==> config.mk <==
export PLATFORM = sky130hd
export DESIGN_NAME = tprrt_ram
export DESIGN_NICKNAME = d
export VERILOG_FILES = /design/src/sv/assert_macros.svh /design/src/sv/tprrt_ram.sv
export SDC_FILE = /design/constraint.sdc
export NUM_CORES = 1
export LEC_CHECK = 0
export BUFFER_PORTS_ARGS = -buffer_cell sky130_fd_sc_hd__buf_2
export CORE_AREA = 2 2 165 232
export CTS_CLUSTER_DIAMETER = 150
export DETAILED_ROUTE_END_ITERATION = 10
export DIE_AREA = 0 0 167 234
export HOLD_SLACK_MARGIN = 0.02
export PLACE_DENSITY = 0.8
export SLEW_MARGIN = 0
export SYNTH_ARGS = -nofsm -noshare
export SYNTH_HDL_FRONTEND = slang
export SYNTH_SLANG_ARGS = --single-unit
==> constraint.sdc <==
create_clock -name clock -period 2.2 [get_ports clock]
set_input_delay 0.33 -clock clock [delete_from_list [all_inputs] [get_ports clock]]
set_output_delay 0.33 -clock clock [all_outputs]
set_load 0.1 [all_outputs]
==> src/sv/assert_macros.svh <==
// assertion helpers shared by the rtl
`ifndef ASSERT_MACROS_SVH
`define ASSERT_MACROS_SVH

// property checked on every rising clock edge outside reset
`define ASSERT_AT(lbl, prop, msg) \
   lbl: assert property (@(posedge clock) disable iff (reset) prop) else $error(msg);

// condition that must never be seen
`define ASSERT_NEVER(lbl, cond, msg) \
   `ASSERT_AT(lbl, !(cond), msg)

`endif

==> src/sv/tprrt_ram.sv <==
module tprrt_ram #(
   parameter int WIDTH = 8,
   parameter int DEPTH = 64
) (
   input  logic                     clock,
   input  logic                     we,
   input  logic [$clog2(DEPTH)-1:0] waddr,
   input  logic [WIDTH-1:0]         wdata,
   input  logic [$clog2(DEPTH)-1:0] raddr,
   output logic [WIDTH-1:0]         rdata
);

   logic [WIDTH-1:0] mem_ff [DEPTH];
   logic [WIDTH-1:0] rdata_ff;

   always_ff @(posedge clock) begin
      if (we) begin
         mem_ff[waddr] <= wdata;
      end
      rdata_ff <= mem_ff[raddr];
   end

   assign rdata = rdata_ff;

endmodule

# [Yosys cells after proc, flatten, opt, wreduce, memory -nomap -nowiden]
# Memories as Yosys holds them, arrays and structs flattened. A register that Yosys moved wholly into a read port is not among the register bits.
# Cells that the tools add are included.
[word_totals] ff_bits=0 latchBits=0 ramBits=512 rom_bits=0 in_bits=22 output_inout_bits=8 mem_count=1
[memory_table] name="mem_ff" depth=64 width=8 rd=1 rd_ports_with_merged_regs=1 wr=1 line="tprrt_ram.sv:13" text="logic [WIDTH-1:0] mem_ff [DEPTH];"
[classes] add_sub_neg=0 mul=0 div_mod_pow=0 magnitude_cmp=0 n_eq_ne=0 n_shift=0 n_mux=2 n_bitwise=0 reduce_logical=0
[ops] cell="$mux W1" count=2

# [Longest topological paths before layout]
# Gate-level depths: netlist of run 1.
[logic_depth] depth_word=2 ltp_mapped=9

# [Worst setup path after synthesis of run 1]
# Ideal clock, no wire load.
[synth_timing] path_kind="input port to flip-flop" start="input raddr[1]" end="register rdata_ff[3] (netlist: rdata[3]) (read register of mem_ff)" setup_time_ns=0.128 arrival_ns=1.870 required_time_ns=2.072 setup_slack_ns=0.202 cell_stages=7 path_buffers=3 cell_sequence="buf_4 -> buf_2 -> buf_2 -> mux4_2 -> mux4_2 -> o21ai_1 -> o41ai_1"
[synth_lines] element="start, declared" line="tprrt_ram.sv:9" text="input logic [$clog2(DEPTH)-1:0] raddr,"
[synth_lines] element="end, declared" line="tprrt_ram.sv:14" text="logic [WIDTH-1:0] rdata_ff;"

==> results.yml, run 1 <==
outcome:
  outcome: "completed"
sta:
  slew_violations: 0
  setup_violations: 0
  grt_setup_unrepaired: "false"
  slew_headroom: 0.4972
  max_freq_mhz: 472.7
  period_share: 0.9616
  setup_ws_ns: 0.08444
  fin_skew_ns: 0.01169
  tightestPinTransition_ns: 0.7542
  fin_crit_ns: 2.116
  hold_violations: 0
drt:
  wl_met2_mm: 24.26
  top_layer_used: "met4"
  wl_met1_mm: 16.19
  wl_met3_mm: 3.629
  vias: 10130
  via_per_inst: 6.306
  totalWireLength_mm: 46.00
  wl_per_cell_um: 28.63
  ant_nets: 0
  drt_iter0_drc: 1214
  firstDrtPassIters: 5
  drcViolationCount: 0
placement:
  portBuffers: 29
  placed_cells: 1526
  place_ws_ns: -0.2925
  gp_congestion: 0.8716
  dp_hpwl_mm: 29.71
  place_area_um2: 21810
clocking:
  clkSlewWorstSetupHoldPaths_ns: 0.07
  cts_num_sinks: 520
  hold_buffers: 0
  cts_buffer_depth: 3
  cts-root-buf: "clkbuf_16"
  post_cts_buffers: 0
  htree_levels: 2
  cts_tree: "yes"
  ctsResizeCount: 0
  numCtsBuffers: 44
  clk_latency_ns: 0.55
critical_path:
  startpoint_type: "register"
  cpMaxStageDelayCell: "mux4_2"
  path_depth: 5
  crit_path_max_fanout: 1
  critPathKind: "reg2reg"
  slowest_delay_ns: 0.49
  worstSetupStartpoint: "mem_ff[29][6]$_DFFE_PP_"
  cp_num_buf_inv: 0
  worstSetupEndpoint: "rdata[6]$_DFF_P_"
  critPathCaptureType: "register"
  critPathArrivalTime_ns: 2.53
  path_delay_family: "multiplexers"
  r2r-start: "mem_ff[29][6]$_DFFE_PP_"
  r2r_slack_ns: 0.08
  r2r_cells: 5
  cp.required_ns: 2.61
  cp_cell_sequence: "mux4_2, mux2_2, o221a_2, nor3_1, o32ai_1"
  rr_endpoint: "rdata[6]$_DFF_P_"
yosys:
  synth_enable_flop_cells: 512
  yosysSeqAreaShare: 0.7703
  ys_async_sr_fraction: 0
  synth_area_um2: 20170
  synth_top_cell_by_area: "edfxtp_1"
  postSynthCellCount: 940
  avgSynthCellArea_um2: 21.45
  yosysUniqueCellTypes: 40
  synth.top_cell.area_share: 0.7624
  ys_seq_elements: 520
  ys_warn_count: 0
  syn_nets: 962
  ys_top_cells_by_area: "edfxtp_1, mux4_2, nor2_1"
  ys.flop_type: "edfxtp_1"
layout:
  area_growth_pct: 15.52
  nFillCells: 2346
  final_cell_mix: "edfxtp_1, mux4_2, buf_4"
  final_cells: 1607
  fin_nets: 1121
  drive_above_1_share: 0.3274
  design_area_um2: 23300
  final_common_cell: "edfxtp_1"
worst_hold_path:
  min_path_type: "in2reg"
global_route:
  grt_overflow: 0
  grt_pass1_vias: 10470
  antenna_found_initial: 0
  grt_pass1_wl_mm: 68.15
  grtUsageTotal: 0.2410
  grt_max_degree: 65
power_and_ir_drop:
  power.total_uw: 20200
  leakagePower_uw: 0.007542
  power_density_nw_per_um2: 866.9
  ir_drop_v: 0.0006879
floorplanning:
  die_y_um: 234
  fp.dieW_um: 167
  core-area_um2: 37100
  io_pins: 30
  rows: 84
  initial_core_util: 0.5436
  die-area_um2: 39080
job:
  maxCapViolCount: 0
-- metal layers --
layer	vias up	global-route usage
met1	5263	0.2993
met2	525	0.4236
met3	112	0.03983
li1	4234	-
met4	0	0.1032
met5	-	0
-- layout make-up --
class,instances,area [µm²],share of cell area
flip-flops and latches,520,15530,0.6668
multi-input cells,369,4315,0.1852
repair buffers,164,1373,0.05892
clock buffers,53,1186,0.05092
well taps,473,591.8,0.02540
clock inverters,27,292.8,0.01257
diodes,1,2.502,0.0001074
-- logic make-up (layout without fill, tap and decap cells) --
logic type	count (synthesis)	after routing	share of synthesized area
DFF	520	520	0.7703
AOI/OAI and AO/OA	54	54	0.02072
muxes	162	162	0.1594
buffers and inverters	51	244	0.01570
other	0	1	0
and+or+nand+nor	153	153	0.03387
-- worst min-delay path by stage --
stage | slack, ns | start | cells after the start | endpoint
3_3_place_gp | 0.79 | mem_ff[26][4]$_DFFE_PP_ | 3 | rdata[4]$_DFF_P_
6_report | 0.27 | wdata[2] | 1 | mem_ff[14][2]$_DFFE_PP_
5_1_grt | 0.27 | wdata[2] | 1 | mem_ff[14][2]$_DFFE_PP_
3_5_place_dp | 0.81 | mem_ff[30][4]$_DFFE_PP_ | 3 | rdata[4]$_DFF_P_
2_1_floorplan | 0.43 | wdata[0] | 0 | mem_ff[0][0]$_DFFE_PP_
4_1_cts | 0.25 | raddr[5] | 3 | rdata[4]$_DFF_P_
-- stage by stage --
step	hold slack, ns	utilization	setup TNS [ns]
CTS	0.2499	0.6279	0
global route	0.2740	0.6279	0
global placement	0.7920	0.5880	-1.180
detailed placement	0.8109	0.5880	-1.358
floorplan	0.4289	-	0
finish	0.2707	0.6279	0
-- registers in the layout (all words and copies together) (netlist names) --
register	count
mem_ff	512
rdata	8
-- report_power, final --
group | internal (µW) | switching (µW) | total, µW
combinational | 468 | 794 | 1260
sequential | 11000 | 33.4 | 11000
clock | 4560 | 3390 | 7940
-- worst register-to-register path: stages (launching register included) --
cell and delay, ns:
edfxtp_1 0.37, mux4_2 0.49, mux2_2 0.28, o221a_2 0.30, nor3_1 0.40, o32ai_1 0.15
-- cell usage after synthesis, types with 2 or more instances --
master and number:
mux2_2 13, a2111oi_0 2, a22oi_1 3, mux2i_1 23, nand4_1 2, nor3_1 7
o41ai_1 2, mux4_2 126, buf_12 2, edfxtp_1 512, buf_2 11, o221a_2 2
a21oi_1 3, o2111ai_1 3, nor2_1 83, o32ai_1 2, o221ai_1 8, o2bb2ai_1 3
o21ai_1 2, a211oi_1 4, nand3b_1 3, clkbuf_1 17, o22ai_1 8, buf_1 4
nor2b_1 14, o21ai_0 2, dfxtp_1 8, buf_6 4, nand2_1 19, a221oi_1 6
nand3_1 13, o21a_1 2, buf_4 13, nor4_1 2, nand2b_1 7
(Power assumes the default switching activity.)
==> run 2, diff against run 1 <==
--- a/config.mk
+++ b/config.mk
@@ -6,12 +6,12 @@
 export NUM_CORES = 1
 export LEC_CHECK = 0
 export BUFFER_PORTS_ARGS = -buffer_cell sky130_fd_sc_hd__buf_2
-export CORE_AREA = 2 2 165 232
+export CORE_AREA = 2 2 195 197
 export CTS_CLUSTER_DIAMETER = 150
 export DETAILED_ROUTE_END_ITERATION = 10
-export DIE_AREA = 0 0 167 234
+export DIE_AREA = 0 0 197 199
 export HOLD_SLACK_MARGIN = 0.02
-export PLACE_DENSITY = 0.8
+export PLACE_DENSITY = 0.79
 export SLEW_MARGIN = 0
 export SYNTH_ARGS = -nofsm -noshare
 export SYNTH_HDL_FRONTEND = slang
==> constraint.sdc (replaced) <==
create_clock -name clock -period 2.2 [get_ports clock]
set_input_delay 0.33 -clock clock [delete_from_list [all_inputs] [get_ports clock]]
set_output_delay 0.33 -clock clock [all_outputs]
set_load 0.05 [all_outputs]
==> results.yml, run 2 (synthesis results as in run 1) <==
outcome:
  outcome: "completed"
power_and_ir_drop:
  ir_drop_v: 0.0006914
  seq_power_share: 0.536
  p_switching_uw: 4155
  p_int_uw: 16380
  comb_power_share: 0.057
  switching_share: 0.2023
  p_clk_frac: 0.408
  leakagePower_uw: 0.007607
  power_density_nw_per_um2: 878.0
layout:
  area_growth_pct: 15.98
  nFillCells: 2382
  drive_above_1_share: 0.3245
  final_common_cell: "edfxtp_1"
  fin_nets: 1124
  largest_reg_flops: 512
  top_register: "mem_ff"
  post-route-util: 0.6299
  final_cell_mix: "edfxtp_1, mux4_2, buf_4"
sta:
  tightestPinTransition_ns: 1.206
  slew_headroom: 0.1959
  max_freq_mhz: 471.1
  fin_skew_ns: 0.008736
  period_share: 0.9648
  setup_violations: 0
  grt_setup_unrepaired: "false"
  hold_ws_ns: 0.2153
  fin_crit_ns: 2.123
  slew_violations: 0
  setup-tns-final_ns: 0
  hold_violations: 0
drt:
  wl_per_cell_um: 27.70
  totalWireLength_mm: 44.74
  firstDrtPassIters: 5
  drt_iter0_drc: 1101
  ant_nets: 0
  via_per_inst: 6.302
  vias: 10180
  drcViolationCount: 0
global_route:
  grt_pass1_wl_mm: 66.38
  grt_overflow: 0
  grt_max_degree: 65
  grt_pass1_vias: 10330
  grtUsageTotal: 0.2351
  antenna_found_initial: 5
critical_path:
  cp.required_ns: 2.63
  crit_path_max_fanout: 1
  startpoint_type: "register"
  critPathCaptureType: "register"
  critPathArrivalTime_ns: 2.55
  critPathKind: "reg2reg"
clocking:
  ctsResizeCount: 0
  clk_latency_ns: 0.55
  cts_buffer_depth: 3
  hold_buffers: 0
  cts-root-buf: "clkbuf_16"
  post_cts_buffers: 0
  cts_num_sinks: 520
  clkSlewWorstSetupHoldPaths_ns: 0.06
  cts_tree: "yes"
  numCtsBuffers: 49
  htree_levels: 2
floorplanning:
  io_pins: 30
  initial_core_util: 0.5431
  fp.dieW_um: 197
  rows: 71
  core-area_um2: 37130
  die_y_um: 199
  die-area_um2: 39200
placement:
  dp_hpwl_mm: 27.65
  portBuffers: 29
  gp_congestion: 0.8302
job:
  maxCapViolCount: 0
worst_hold_path:
  min_path_type: "in2reg"
==> run 2: cell types whose count changed in the layout (fill, tap and decap cells not counted), sizes merged <==
cell | previous run | this run
buf | 163 | 161
bufinv | 6 | 7
clkbuf | 54 | 62
clkinv | 15 | 18
clkinvlp | 6 | 0
diode | 1 | 4
==> run 2: power groups by stage <==
stage | logic, µW | registers (µW) | clock network, µW
floorplan | 584 | 11300 | 0
global placement | 1120 | 11200 | 0
detailed placement | 1150 | 11200 | 0
CTS | 1170 | 11000 | 8470
global route | 1230 | 11000 | 8820
finish | 1160 | 11000 | 8370
==> run 2: metrics by stage <==
stage / setup slack (ns) / cell area, µm² / cells / total power (µW)
6_report: 0.07738 / 23390 / 1615 / 20540
5_1_grt: 0.06820 / 23390 / 1614 / 21050
4_1_cts: 0.06252 / 23380 / 1611 / 20640
3_5_place_dp: -0.2237 / 21800 / 1525 / 12360
3_3_place_gp: -0.2432 / 21800 / 1525 / 12330
2_1_floorplan: 0.2023 / 20170 / 940 / 11840
==> run 2: final cells by class <==
cell class / count / area, µm² / share of cell area
clock buffer: 61 / 1291 / 0.05521
timing repair buffer: 162 / 1358 / 0.05804
clock inverter: 25 / 287.8 / 0.01230
antenna: 4 / 10.01 / 0.0004279
sequential: 520 / 15530 / 0.6642
multi-input combinational: 369 / 4315 / 0.1845
tap: 474 / 593.1 / 0.02536
==> run 2: final timing paths <==
check | cells past startpoint | startpoint | slack, ns | end
worst min-delay path | 3 | raddr[5] | 0.22 | rdata[2]$_DFF_P_
worst max register to register | 5 | mem_ff[3][3]$_DFFE_PP_ | 0.08 | rdata[3]$_DFF_P_
worst max-delay path | 5 | mem_ff[3][3]$_DFFE_PP_ | 0.08 | rdata[3]$_DFF_P_
worst min register to register | 4 | mem_ff[4][7]$_DFFE_PP_ | 0.88 | rdata[7]$_DFF_P_
==> run 2: per-layer routing <==
| layer | share of wire | global-route usage | routed length, µm | vias to the layer above |
|---|---|---|---|---|
| li1 | - | - | - | 4249 |
| met1 | 0.38 | 0.3235 | 17090 | 5347 |
| met2 | 0.51 | 0.3905 | 22640 | 493 |
| met3 | 0.085 | 0.03815 | 3808 | 86 |
| met4 | 0.026 | 0.07797 | 1180 | 2 |
| met5 | 0.00036 | 0 | 16 | - |
==> run 2: worst max-delay path, cell delays in order, from the launching register on <==
cell	delay (ns)
edfxtp_1	0.37
mux4_2	0.48
nor2b_1	0.16
a2111oi_0	0.68
buf_4	0.23
o41ai_1	0.06
