## src/sv/assert_macros.svh

```systemverilog
// assertion helpers shared by the rtl
`ifndef ASSERT_MACROS_SVH
`define ASSERT_MACROS_SVH

// property checked on every rising clock edge outside reset
`define ASSERT_AT(lbl, prop, msg) \
   lbl: assert property (@(posedge clock) disable iff (reset) prop) else $error(msg);

// condition that must never be seen
`define ASSERT_NEVER(lbl, cond, msg) \
   `ASSERT_AT(lbl, !(cond), msg)

`endif

```

## src/sv/tprrt_pkg.sv

```systemverilog
package tprrt_pkg;

   localparam int ROOM_SLOTS   = 64;
   localparam int BUDGET_SLOTS = 64;
   localparam int MAX_PACKET   = 1504;

   localparam int ROOM_AW    = $clog2(ROOM_SLOTS);
   localparam int BUDGET_AW  = $clog2(BUDGET_SLOTS);
   localparam int SCAN_SLOTS = (ROOM_SLOTS > BUDGET_SLOTS) ? ROOM_SLOTS : BUDGET_SLOTS;
   localparam int SCAN_W     = $clog2(SCAN_SLOTS + 1);
   localparam int CNT_W      = $clog2(ROOM_SLOTS + 1);

   localparam int MS_PER_SEC = 1000;
   localparam int MIN_PACKET = 5;
   localparam int HDR_BYTES  = 4;
   localparam logic [31:0] TIME_MAX = 32'hFFFF_FFFF;

   typedef enum logic [2:0] {
      V_FORWARD   = 3'd0,
      V_NOPARTNER = 3'd1,
      V_SHORT     = 3'd2,
      V_CAP       = 3'd3,
      V_RATE      = 3'd4,
      V_BUSY      = 3'd5,
      V_TICK      = 3'd6,
      V_OFF       = 3'd7
   } verdict_type;

   typedef enum logic [2:0] {
      CSR_ENABLE    = 3'd0,
      CSR_MAX_ROOMS = 3'd1,
      CSR_STALE     = 3'd2,
      CSR_TIMEOUT   = 3'd3,
      CSR_WINDOW    = 3'd4,
      CSR_MAX_NEW   = 3'd5
   } csr_index_type;

   typedef struct packed {
      logic [31:0] addr;
      logic [15:0] port;
      logic [31:0] seen;
   } peer_type;

   typedef struct packed {
      logic [31:0] key;
      logic [31:0] last_active;
      peer_type    p1;
      peer_type    p0;
   } room_row_type;

   typedef struct packed {
      logic [31:0] addr;
      logic [31:0] wstart;
      logic [7:0]  count;
   } budget_row_type;

   typedef struct packed {
      logic busy;
      logic me;
   } peer_dec_type;

   typedef struct packed {
      logic [6:0]  rooms_evicted;
      logic [10:0] payload_len;
      logic [15:0] dest_port;
      logic [31:0] dest_addr;
      verdict_type verdict;
   } result_type;

endpackage

```

## src/sv/tprrt_peer_sel.sv

```systemverilog
module tprrt_peer_sel import tprrt_pkg::*; (
   input  peer_type     p0,
   input  peer_type     p1,
   input  logic         live0,
   input  logic         live1,
   input  logic [31:0]  addr,
   input  logic [15:0]  port,
   input  logic [31:0]  now,
   input  logic [31:0]  stale,
   output peer_dec_type dec
);

   logic        m0, m1, c0, c1;
   logic [31:0] oldest;
   logic [31:0] age;

   assign m0     = live0 && p0.addr == addr && p0.port == port;
   assign m1     = live1 && p1.addr == addr && p1.port == port;
   // oldest candidate, lower slot wins a tie, never-seen marker excluded
   assign c0     = p0.seen != TIME_MAX;
   assign c1     = p1.seen < (c0 ? p0.seen : TIME_MAX);
   assign oldest = c1 ? p1.seen : p0.seen;
   assign age    = now - oldest;

   always_comb begin
      dec = '0;
      if (m0) begin
         dec.me = 1'b0;
      end else if (m1) begin
         dec.me = 1'b1;
      end else if (!live0) begin
         dec.me = 1'b0;
      end else if (!live1) begin
         dec.me = 1'b1;
      end else begin
         dec.me   = c1;
         dec.busy = !(c0 || c1) || (age <= stale);
      end
   end

endmodule

```

## config.mk

```make
export PLATFORM = sky130hd
export DESIGN_NAME = tprrt_peer_sel
export DESIGN_NICKNAME = d
export VERILOG_FILES = /design/src/sv/assert_macros.svh /design/src/sv/tprrt_pkg.sv /design/src/sv/tprrt_peer_sel.sv
export SDC_FILE = /design/constraint.sdc
export NUM_CORES = 1
export LEC_CHECK = 0
export ABC_AREA = 1
export BUFFER_PORTS_ARGS = -buffer_cell sky130_fd_sc_hd__clkbuf_2
export CAP_MARGIN = 20
export CELL_PAD_IN_SITES_DETAIL_PLACEMENT = 0
export CELL_PAD_IN_SITES_GLOBAL_PLACEMENT = 1
export CORE_ASPECT_RATIO = 0.6
export CORE_UTILIZATION = 30
export DETAILED_ROUTE_END_ITERATION = 10
export PLACE_DENSITY = 0.95
export SYNTH_ARGS = -nofsm -noshare
export SYNTH_HDL_FRONTEND = slang
export SYNTH_SLANG_ARGS = --single-unit
```

## constraint.sdc

```tcl
create_clock -name vclk -period 5.4
set_input_delay 0.54 -clock vclk [all_inputs]
set_output_delay 0.54 -clock vclk [all_outputs]
set_load 0.01 [all_outputs]
```

======== Yosys cells after proc, flatten, opt, wreduce, memory -nomap -nowiden ========
Cells that the tools add are included.
word-level totals
  register bits after elaboration ......... 0
  input port bits ......................... 274
  output and inout bits ................... 2
  logic and storage cells ................. 25
cells by class
  add/sub/neg operators ................... 1
  $lt $le $gt $ge ......................... 2
  equality and inequality tests ........... 5
  multiplexer cells ....................... 10
  reductions and logical operators ........ 7
operator list
  operator                                count
  equality test 32 bit                    2
  2-to-1 mux 32 bit                       2
  equality test 16 bit                    2
  less-or-equal comparator 32 bit         1
  less-than comparator 32 bit             1
  != test 32 bit (second input constant)  1
  subtractor 32 bit                       1
  2-to-1 mux 1 bit                        8
  logical AND 1 bit                       4
  logical OR 1 bit                        2
  zero test 1 bit                         1

======== Logic depth before layout (Yosys ltp) ========
Gate-level depths: netlist (run 1).
  word-level depth ........................ 11
  depth in mapped cells ................... 41
  depth with buffers taken out ............ 39

======== Worst setup path before layout (run 1) ========
No wires, ideal clock.
  path type ............................... input port to output port
  start ................................... in p0[31] (netlist bit)
  end ..................................... out dec[1] (netlist bit)
  arrival ................................. 4.421 ns
  data required time ...................... 4.860 ns
  setup slack ............................. 0.439 ns
  stages .................................. 35
  buffers on the path ..................... 2
  cells stage by stage .................... inv_1 ha_1 nand2_1 nor2_1 nand2_1 nor4_1 nand2_1 nand2_1 buf_4 buf_4 nand2_1 o21ai_0 ha_1 inv_1 fa_1 nand3_2 nand2_2 nand2_2 nand2_4 nand2_4 nand2_4 nand2_4 nand2_4 nand4_1 nand2_1 xor2_1 ha_1 nand2_1 inv_1 nand3_1 nor3_1 nand2_1 nor3_1 a21oi_1 a21oi_1
RTL lines
  what             line                  RTL
  start, declared  tprrt_peer_sel.sv:2   input peer_type p0,
  end, declared    tprrt_peer_sel.sv:10  output peer_dec_type dec

==> summary.md, run 1 <==
| Metric | Value |
|---|---|
| Die area | 17800 sq um |
| First-pass GRT wire length | 36000 um |
| Power after layout | 1450 uW |
| Row count | 36 |
| Gpl congestion | 1.03 |
| Total wire length | 25700 um |
| Area delta synth->final | 70.4% |
| Global Route Usage Sum | 25.9% |
| Hold Crit Class | primary input to primary output |
| Final HPWL from detailed placement | 21800 um |
| Share of cells above drive strength 1 | 44.1% |
| Initial antenna violation count | 0 |
| Relative slew slack | 64.2% |
| Worst EP required | 4.86 ns |
| Pwr/cell area | 164 nW/um^2 |
| Slew Limit Fails | 0 |
| Filler cell count | 1662 |
| Failing checks | negative setup slack |
| RSZ-0062 raised after global routing | yes |
| Initial Utilization | 31.3% |
| Hold_buf cts | 0 |
| Status | finished with violations |
| DRC violations left | 0 |
| GRT overflow | 0 |
| DRT iter0 DRCs | 802 |
| Yosys cell types | 36 |
| Antenna diode count | 0 |
| Actual slew at the worst max-slew pin | 0.532 ns |
| Post-route ant nets | 0 |
| Number of global-route vias before repair | 6927 |
| Crit-path max cell delay | 0.37 ns |
| Mean Syn Cell Area | 5.60 sq um |
| Synthesized area | 5180 sq um |
| Num sequential | 0 |
| Delay-heaviest family, CP | simple AND/OR/NAND/NOR gates |
| Chip width | 172 um |
| Die Y | 104 um |
| Startpoint Class | primary input |
| Wire per inst | 16.4 um |
| Final Hold Fails | 0 |
| PortBufs | 276 |
| CP arrival | 5.12 ns |
| Cell count after synthesis | 926 |
| Commonest non-fill, non-tap cell in the layout | clkbuf_2 |
| Final setup fails | 1 |
| Final hold slack | 1.48 ns |
| Final #Nets | 1707 |
| CP most frequent cell | a21oi_2 |
| Buf/Inv on CP | 4 |
| Critical path's slowest cell | ha_1 |
| Io pins | 276 |
| Yosys warning count | 0 |
| Most frequent cells in the layout | clkbuf_2, nand2_1, inv_1 |
| Drt via density | 5.08 |
| Final WS setup | -0.255 ns |
| Syn nets | 1295 |
| Total core area | 16600 sq um |
| Vias | 7951 |
| Setup TNS | -0.255 ns |
| Largest net degree at the start of global routing | 32 |
| Peak supply drop | 68.1 uV |
| P_leak | 0.00487 uW |
| WS Path Type | primary input to primary output |
| Drt pass-1 iters | 5 |
| Max Cap Viol | 0 |
| Min Tclk post-route | 5.66 ns |
| # clk buffers | 0 |
| Setup crit end kind | primary output |
| Post-synthesis sequential area ratio | 0% |
| CP Max Fanout | 8 |
| Register area | 0 sq um |
| Final worst path period share | 105% |
| Fmax | 0.177 GHz |
synth_stat cells (all sizes together), types with 2 or more instances:
library cell / n / share of area, %
a211oi: 5 / 0.72
a21o: 2 / 0.29
a21oi: 77 / 7.6
a22o: 5 / 0.84
buf: 5 / 0.80
clkbuf: 2 / 0.14
ha: 94 / 23
inv: 172 / 12
nand2: 226 / 17
nand3: 31 / 3.4
nand3b: 2 / 0.29
nand4: 24 / 2.9
nor2: 75 / 5.4
nor3: 17 / 1.7
nor4: 11 / 1.3
o2111ai: 3 / 0.51
o211ai: 4 / 0.58
o21a: 3 / 0.43
o21ai: 96 / 9.3
o22ai: 20 / 2.4
xnor2: 11 / 1.9
xor2: 35 / 5.9
tightest hold or removal path, stage by stage:
cell	delay, ns
clkbuf_2	0.13
nand2_1	0.08
a21boi_0	0.07
clkbuf_2	0.13
per-layer routing:
layer,share of wire [%],track usage (%)
met5,0,0
met4,0.87,1.08
met3,11,5.31
met2,41,36.5
met1,47,40.8
power breakdown:
part           switching [uW]  internal (uW)  total (uW)  leakage (uW)
Clock                       0              0           0             0
Sequential                  0              0           0             0
Combinational             783            667        1450       0.00487
Total                     783            667        1450       0.00487
through the flow:
step	instance area [sq um]	setup slack, ns	utilization, %	cells
2_1_floorplan	5180	0.439	-	926
3_3_place_gp	7730	-0.201	46.6	1543
3_5_place_dp	7730	-0.301	46.6	1543
4_1_cts	7860	-0.0487	47.4	1546
5_1_grt	8840	-0.427	53.3	1564
6_report	8840	-0.255	53.3	1564
timing repair:
action	in CTS	in global routing
gates cloned	0	3
pin swaps	12	90
setup buffers	3	15
setup endpoints to repair	1	1
gates resized for setup	29	198
cells by family after synthesis:
group / after synthesis / synth area share (%)
simple gates: 386 / 32.3
compound gates: 220 / 23.4
buf+inv: 179 / 13.4
fa+ha+maj: 95 / 23.1
xor+xnor: 46 / 7.77
layout make-up:
| cell class | count | area, sq um | share of cell area, % |
|---|---|---|---|
| repair buffers | 417 | 2590 | 29.3 |
| inverters | 172 | 648 | 7.33 |
| multi-input cells | 747 | 5320 | 60.2 |
| well taps | 228 | 285 | 3.23 |
worst paths after layout:
check / from / to / slack [ns] / cells past startpoint
setup / recovery: p0[5] / dec[1] / -0.26 / 30
hold / removal: live0 / dec[0] / 1.48 / 4
Power figures use the tool's default switching activity.
==> inputs of run 2 (changes only) <==
GPL_TIMING_DRIVEN = 1   (was unset)
PLACE_DENSITY = unset   (was 0.95)
PLACE_DENSITY_LB_ADDON = 0.1   (was unset)
REMOVE_ABC_BUFFERS = 1   (was unset)
==> run 2 against run 1 <==
The flow still finishes with violations (negative setup slack). Total power is 2.2% higher. Sequential share of layout area stayed put. Combinational power about the same. Global-route usage increased by 0.24 points. Clock-buffer cell count is the same. Setup slack improved by 0.11 ns. Via count shrank 3.0%. Critical endpoint unchanged. Highest routed layer unchanged.
==> summary.md, run 2 (same netlist as run 1, synthesis figures left out) <==
| Metric | Value |
|---|---|
| Setup crit end kind | primary output |
| Wire per inst | 15.4 um |
| Initial antenna violation count | 0 |
| Global Route Usage Sum | 26.1% |
| Final hold slack | 1.47 ns |
| Actual slew at the worst max-slew pin | 0.643 ns |
| GRT overflow | 0 |
| Startpoint Class | primary input |
| Failing checks | negative setup slack |
| # clk buffers | 0 |
| Die Y | 104 um |
| PortBufs | 276 |
| Most frequent cells in the layout | clkbuf_2, nand2_1, buf_4 |
| WS Path Type | primary input to primary output |
| Share of cells above drive strength 1 | 43.7% |
| Worst EP required | 4.86 ns |
| Final worst path period share | 103% |
| Antenna diode count | 0 |
| Commonest non-fill, non-tap cell in the layout | clkbuf_2 |
| CP arrival | 5.00 ns |
| CP most frequent cell | nand2_1 |
| P_leak | 0.00510 uW |
| Area delta synth->final | 74.8% |
| Pwr/cell area | 163 nW/um^2 |
| Placed Area | 8220 sq um |
| Final Util | 54.7% |
| Die area | 17800 sq um |
| Post-route ant nets | 0 |
| Gpl congestion | 0.995 |
| Status | finished with violations |
| CP Max Fanout | 6 |
| Crit-path max cell delay | 0.36 ns |
| Final Hold Fails | 0 |
| Chip width | 172 um |
| Min Tclk post-route | 5.54 ns |
| Hold Crit Class | primary input to primary output |
| Largest net degree at the start of global routing | 24 |
| Final Cell Area | 9060 sq um |
| Drt via density | 4.76 |
| Total core area | 16600 sq um |
| Critical path's slowest cell | ha_1 |
| Vias | 7716 |
| Number of global-route vias before repair | 6783 |
| Peak supply drop | 52.3 uV |
| Placed Cells | 1608 |
| Final setup fails | 1 |
| Final WS setup | -0.142 ns |
| Fmax | 0.180 GHz |
| Row count | 36 |
| DRC violations left | 0 |
| Register area | 0 sq um |
| CP endpoint | dec[1] |
| First-pass GRT wire length | 35800 um |
| RSZ-0062 raised after global routing | yes |
| Num sequential | 0 |
| Final HPWL from detailed placement | 22400 um |
| Post-route insts no fill | 1621 |
| Drt pass-1 iters | 5 |
| Final #Nets | 1764 |
| Max Cap Viol | 0 |
| Total wire length | 25000 um |
| DRT iter0 DRCs | 628 |
| Worst Setup SP | p0[10] |
| Hold path depth | 4 |
| Relative slew slack | 56.7% |
| Io pins | 276 |
| Power after layout | 1480 uW |
| Initial Utilization | 31.3% |
| Slew Limit Fails | 0 |
==> run 2: per-stage QoR <==
stage | TNS, ns | worst slack [ns]
floorplan | -0.205 | -0.205
global placement | -0.295 | -0.295
detailed placement | -0.483 | -0.483
CTS | -0.254 | -0.254
global route | -0.424 | -0.424
finish | -0.142 | -0.142
==> run 2: final cells by class <==
type,instances,area (sq um)
Fill cell,1765,7510
Inverter,172,646
Multi-Input combinational cell,747,5180
Tap cell,228,285
Timing Repair Buffer,474,2950
==> run 2: worst max-delay path: cells and delay by family <==
family | cells | cell delay [ns]
AND/OR/NAND/NOR | 15 | 1.70
buffers and inverters | 7 | 0.98
adder cells (fa/ha/maj) | 3 | 0.83
AO/OA/AOI/OAI | 6 | 0.76
XOR/XNOR | 1 | 0.17
==> run 2: worst min path at each step <==
stage,slack (ns),endpoint,start
global placement,1.46,dec[0],live0
detailed placement,1.47,dec[0],live0
floorplan,1.24,dec[0],live0
global route,1.50,dec[0],live0
finish,1.47,dec[0],live0
CTS,1.47,dec[0],live0
==> run 2: report_power, final <==
part	internal [uW]	switching, uW
Sequential	0	0
Combinational	705	776
Clock	0	0
==> run 2: layer usage <==
metal	global-route usage [%]	vias to the layer above	share of wire, %
li1	-	4039	-
met1	47.3	3349	56
met3	4.01	6	9.6
met5	0	-	0
met4	0.829	0	0.31
met2	30.4	322	34
==> run 2: timing repair <==
item / 4_1_cts / 5_1_grt
hold buffers: 0 / 0
gates cloned: 0 / 3
buffers inserted: 0 / 12
gates resized for setup: 7 / 157
endpoints found under the setup margin: 1 / 1
pin swaps: 0 / 56
